`src/rtl/mos_pkg.sv`:
```
// Package for the median-of-two-sorted-lists block: sizes, command and
// status codes, shared types. No dependencies.
`default_nettype none

package mos_pkg;

  localparam int unsigned LIST_DEPTH = 1024;
  localparam int unsigned ADDR_W     = (LIST_DEPTH > 1) ? $clog2(LIST_DEPTH) : 1;
  localparam int unsigned CNT_W      = $clog2(LIST_DEPTH + 1);
  localparam int unsigned IDX_W      = CNT_W + 1;
  localparam int unsigned DATA_W     = 32;
  localparam int unsigned RES_W      = DATA_W + 1;

  localparam logic [1:0] CMD_LOAD_ONE = 2'd0;
  localparam logic [1:0] CMD_LOAD_TWO = 2'd1;
  localparam logic [1:0] CMD_COMPUTE  = 2'd2;

  localparam logic [1:0] ST_OK       = 2'd0;
  localparam logic [1:0] ST_EMPTY    = 2'd1;
  localparam logic [1:0] ST_NO_PART  = 2'd2;
  localparam logic [1:0] ST_OVERFLOW = 2'd3;

  typedef logic [CNT_W-1:0]         cnt_t;
  typedef logic [ADDR_W-1:0]        addr_t;
  typedef logic signed [IDX_W-1:0]  idx_t;
  typedef logic signed [DATA_W-1:0] data_t;
  typedef logic signed [RES_W-1:0]  res_t;

  // which of the edge elements la, ra, lb and rb around a partition exist
  typedef struct packed {
    logic la_ok;
    logic ra_ok;
    logic lb_ok;
    logic rb_ok;
  } edge_ok_t;

  typedef struct packed {
    logic hit;
    logic a_fits;
    res_t twice;
  } probe_res_t;

endpackage

`default_nettype wire

```
`src/rtl/mos_probe.sv`:
```
// Evaluates one partition probe: checks both cross conditions and forms
// twice the median from the edge elements. Depends on mos_pkg.
`default_nettype none

module mos_probe (
  input  mos_pkg::data_t     la_i,
  input  mos_pkg::data_t     ra_i,
  input  mos_pkg::data_t     lb_i,
  input  mos_pkg::data_t     rb_i,
  input  mos_pkg::edge_ok_t  ok_i,
  input  logic               odd_i,
  output mos_pkg::probe_res_t res_o
);

  logic           a_fits;
  logic           b_fits;
  mos_pkg::data_t left;
  mos_pkg::data_t right;

  always_comb begin
    a_fits = !(ok_i.la_ok && ok_i.rb_ok) || (la_i <= rb_i);
    b_fits = !(ok_i.lb_ok && ok_i.ra_ok) || (lb_i <= ra_i);

    if (ok_i.la_ok && ok_i.lb_ok) begin
      left = (la_i > lb_i) ? la_i : lb_i;
    end else begin
      left = ok_i.la_ok ? la_i : lb_i;
    end

    if (ok_i.ra_ok && ok_i.rb_ok) begin
      right = (ra_i < rb_i) ? ra_i : rb_i;
    end else begin
      right = ok_i.ra_ok ? ra_i : rb_i;
    end

    res_o.hit    = a_fits && b_fits;
    res_o.a_fits = a_fits;
    if (odd_i) begin
      res_o.twice = {left, 1'b0};
    end else begin
      res_o.twice = {left[mos_pkg::DATA_W-1], left} + {right[mos_pkg::DATA_W-1], right};
    end
  end

endmodule

`default_nettype wire

```
`config.mk`:
```
export PLATFORM = sky130hd
export DESIGN_NAME = mos_probe
export DESIGN_NICKNAME = d
export VERILOG_FILES = /design/src/rtl/mos_pkg.sv /design/src/rtl/mos_probe.sv
export SDC_FILE = /design/constraint.sdc
export NUM_CORES = 1
export LEC_CHECK = 0
export BUFFER_PORTS_ARGS = -buffer_cell sky130_fd_sc_hd__buf_2
export CAP_MARGIN = 10
export CORE_UTILIZATION = 56
export DETAILED_ROUTE_END_ITERATION = 10
export PLACE_DENSITY_LB_ADDON = 0.08
export SYNTH_ARGS = -nofsm -noshare
export SYNTH_HDL_FRONTEND = slang
export SYNTH_SLANG_ARGS = --single-unit
export TNS_END_PERCENT = 20
```
`constraint.sdc`:
```
create_clock -name vclk -period 7.8
set_input_delay 0.78 -clock vclk [all_inputs]
set_output_delay 0.78 -clock vclk [all_outputs]
set_load 0.05 [all_outputs]
```
==> flow_summary.ini, run 1 <==
[outcome]
run_status = complete, no violations

[yosys]
synth_top_area_share_pct = 33.9
syn_inst = 808
synth_seq_area_share_pct = 0
synth_area_leaders = ha_1 (34%), inv_1 (7.2%), mux2i_1 (5.8%), a21oi_1 (5.6%), a21o_1 (5.5%)
synth.distinct_cells = 58
yosys_warnings = 0
synth_top_area_cell = ha_1
synthesis.nets = 1101
yosysMostFrequentCell = ha_1
synthTopCellsByCount = ha_1 (159), inv_1 (112), nand2_1 (69)
synth.avg_cell_area_um2 = 7.26
syn_area_mm2 = 0.00587

[cells_and_area]
antennaDiodeCount = 0
final_nets = 1256
syn_to_final_growth_pct = 16.3
seq_cells = 0
seq_area_um2 = 0
layout-drive-gt1-share_pct = 22.6
clockBufferCount = 0
layout.cells.non_filler = 1097

[power_and_ir_drop]
switchingPower_uw = 570
p_sw_share_pct = 63.5
power.density_mw_per_mm2 = 132
p_int_uw = 328
clockPowerShare_pct = 0
p_comb_share_pct = 100.0
ir_worst_vdd_mv = 0.120
pwr-share-seq_pct = 0
p_leak_uw = 0.00390

[critical_path]
startpoint = lb_i[31]
crit_required_ns = 7.02
end_kind = output pin
start_kind = primary input
critPathMaxFanout = 17
cp.arrival_ns = 6.25
crit_type = primary input to output pin

[route]
vias = 6256
drcViolationCount = 0
finalWirelength_mm = 16.2
routedWlPerCell_um = 14.8
via_per_inst = 5.70
ant_nets = 0
dr.pass1.iters = 5
drt_iter0_drc = 268

[clock_tree]
post-cts-setup-buffer-count = 0
postCtsHoldBufs = 0
cts_resized = 0

[sta]
period_needed_ns = 7.03
period_share_pct = 90.2
maxSlewViolCount = 0
finalHoldViolations = 0
setup_violations = 0
max_freq_mhz = 142
worstMarginPinSlew_ns = 0.734
relSlewSlack_pct = 50.9
rsz0062_at_grt = false
final.setup.tns_ns = 0

[global_routing]
grt_pass1_vias = 5958
grt_pass1_wl_mm = 27.5
grt_max_degree = 36
antenna_found_initial = 0
grt_usage_pct = 30.0
overflow = 0

[job]
cap_violations = 0

[floorplan]
ioPinCount = 168
initial_core_util_pct = 57.4
core_area_mm2 = 0.0102
die-area_mm2 = 0.0109
rows = 37
die_h_um = 104
die_x_um = 104

[placed_design]
dp_hpwl_mm = 14.6
dp_cells = 1097
place_congestion = 0.938
port_buffers = 168

[hold_path]
hold_class = primary input to output pin
hp-start = ok_i[2]
-- stage by stage --
step	worst slack, ns	total power (uW)	hold WS, ns	util, %	cell area [um2]
finish	0.767	898	2.13	66.7	6820
global placement	0.998	886	2.13	66.7	6820
CTS	0.850	894	2.13	66.7	6820
detailed placement	0.873	889	2.13	66.7	6820
global route	0.460	985	2.18	66.7	6820
floorplan	1.45	684	1.89	-	5870
-- final timing paths --
path / end / slack (ns) / cells after the start
min: res_o[34] / 2.13 / 4
max: res_o[31] / 0.77 / 20
-- layer usage --
| layer | wire, um | global-route usage, % |
|---|---|---|
| met1 | 7630 | 40.6 |
| met2 | 7400 | 52.4 |
| met3 | 899 | 1.88 |
| met4 | 293 | 5.10 |
| met5 | 0 | 0 |
-- kinds of logic after synthesis --
kind of cell,count (synthesis),share of synthesized area [%]
simple gates,185,15.3
buf+inv,133,9.13
xor+xnor,22,3.28
mux,55,9.83
fa+ha+maj,160,34.2
compound gates,253,28.2
-- power by group through the flow --
stage	combinational [uW]	clock [uW]	sequential, uW
global route	985	0	0
CTS	894	0	0
detailed placement	889	0	0
floorplan	684	0	0
global placement	886	0	0
finish	898	0	0
-- layout by cell type (no fill, tap or decap), types with 4 or more instances in the layout --
master / instances
xnor2_1: 13
buf_2: 168
nor2_1: 27
o21a_1: 9
a21o_1: 43
mux2_2: 21
a21oi_1: 66
and3_1: 5
nand2b_1: 6
buf_4: 5
nor2b_1: 7
o21ai_0: 42
nand4_1: 32
inv_1: 112
o21ai_2: 12
and2_1: 5
ha_1: 159
o21ai_1: 19
nand2_1: 69
xor2_1: 9
a211o_1: 5
nand3_1: 13
o21bai_1: 4
a211oi_1: 10
o211ai_1: 5
nor3_1: 9
mux2i_1: 34
a31oi_1: 9
-- critical path, stage by stage --
cell and delay (ns):
buf_2 0.10, inv_1 0.06, ha_1 0.40, nand4_1 0.17, or4_1 0.62, o311a_1 0.35, o21ai_1 0.16, o311ai_4 0.28
buf_4 0.28, nand2_1 0.07, o21ai_1 0.08, ha_1 0.43, nand4_1 0.29, or4_1 0.59, a31o_2 0.24, a21oi_1 0.40
a21oi_1 0.17, a31oi_1 0.25, o221a_2 0.24, buf_2 0.26
-- final cells by class --
type	instances	area, um2
multi-input cells	675	5330
fillers	985	3410
repair buffers	174	898
inverters	112	420
well taps	136	170
No activity file was read; power rests on OpenSTA's default activity.
==> inputs of run 2 (changes only) <==
==> constraint.sdc (replaced) <==
create_clock -name vclk -period 7.8
set_input_delay 0 -clock vclk [all_inputs]
set_output_delay 0 -clock vclk [all_outputs]
set_load 0.05 [all_outputs]
==> flow_summary.ini, run 2 (synthesis results as in run 1) <==
[cells_and_area]
layout.cells.non_filler = 1095
fillers = 967
antennaDiodeCount = 0
syn_to_final_growth_pct = 16.1
layout_commonest_cell = buf_2
seq_cells = 0
final_nets = 1254
layout-drive-gt1-share_pct = 22.4
clockBufferCount = 0
seq_area_um2 = 0
layout_common_cells = buf_2 (168), ha_1 (159), inv_1 (112), nand2_1 (69), a21oi_1 (66)
multi_input_area_mm2 = 0.00533

[route]
vias = 6362
finalWirelength_mm = 16.7
drt_iter0_drc = 322
via_per_inst = 5.81
routedWlPerCell_um = 15.3
dr.pass1.iters = 5
wl_met1_mm = 8.02
wl_met2_mm = 7.53
route.met3.wl_um = 929
dr.max_layer_used = met4
ant_nets = 0
drcViolationCount = 0

[sta]
maxSlewViolCount = 0
final.setup.tns_ns = 0
rsz0062_at_grt = false
worstMarginPinSlew_ns = 0.742
setup_violations = 0
max_freq_mhz = 176
finalHoldViolations = 0
worst_slack_ns = 2.12
period_share_pct = 72.9
period_needed_ns = 5.68
relSlewSlack_pct = 50.1

[clock_tree]
cts_resized = 0
postCtsHoldBufs = 0
post-cts-setup-buffer-count = 0

[global_routing]
grt_usage_pct = 30.5
antenna_found_initial = 0
grt_pass1_wl_mm = 27.9
overflow = 0
grt_pass1_vias = 6113
grt_max_degree = 34

[placed_design]
dp_cells = 1094
port_buffers = 168
place_ws_ns = 2.22
place_congestion = 0.947
dp_hpwl_mm = 14.7

[critical_path]
cp.arrival_ns = 5.68
start_kind = primary input
critPathMaxFanout = 18
startpoint = rb_i[17]
end_kind = output pin
crit_type = primary input to output pin
crit_required_ns = 7.80
crit_end = res_o[31]

[floorplan]
ioPinCount = 168
rows = 37
core_area_mm2 = 0.0102
die-area_mm2 = 0.0109
initial_core_util_pct = 57.4
die_h_um = 104
die_x_um = 104

[hold_path]
hold_class = primary input to output pin

[power_and_ir_drop]
p_leak_uw = 0.00389
ir_worst_vdd_mv = 0.111
power.density_mw_per_mm2 = 132

[outcome]
run_status = complete, no violations

[job]
cap_violations = 0
[run 2: final cells by class]
class,count,share of cell area [%]
tap,136,2.50
multi-input combinational,675,78.3
timing repair buffer,172,13.1
inverter,112,6.17
[run 2: routing by layer]
metal	up-vias	GRT usage, %
li1	3267	-
met1	2864	42.5
met2	213	52.6
met3	18	0.752
met4	0	5.51
met5	-	0
[run 2: report_power, final]
| part | switching, uW | total, uW | internal (uW) |
|---|---|---|---|
| Sequential | 0 | 0 | 0 |
| Combinational | 575 | 901 | 326 |
| Clock | 0 | 0 | 0 |
| Total | 575 | 901 | 326 |
[run 2: worst min-delay path by stage]
stage / to / slack, ns / depth (start not counted) / start
after floorplan: res_o[4] / 0.33 / 2 / odd_i
after global placement: res_o[0] / 0.60 / 3 / odd_i
after detailed placement: res_o[0] / 0.60 / 3 / odd_i
after CTS: res_o[0] / 0.60 / 3 / odd_i
after global routing: res_o[0] / 0.64 / 3 / odd_i
final: res_o[0] / 0.60 / 3 / odd_i
[run 2: worst max-delay path, stage by stage]
cell,delay [ns]
buf_2,0.09
inv_1,0.11
ha_1,0.26
a21o_1,0.18
a21o_1,0.17
a21oi_1,0.15
o21ai_0,0.13
a21oi_1,0.34
o211a_1,0.21
o21a_2,0.52
buf_4,0.43
mux2i_1,0.15
ha_1,0.43
nand4_1,0.29
or4_1,0.59
a31o_2,0.24
a21oi_1,0.42
a21oi_1,0.16
a31oi_1,0.27
o221a_2,0.24
buf_2,0.26
[run 2: per-stage QoR]
step	cell area [um2]	hold WS (ns)	utilization (%)	power, uW
CTS	6790	0.601	66.3	892
global placement	6790	0.600	66.3	884
finish	6820	0.601	66.6	901
global route	6820	0.640	66.6	983
detailed placement	6790	0.602	66.3	887
floorplan	5870	0.331	-	684
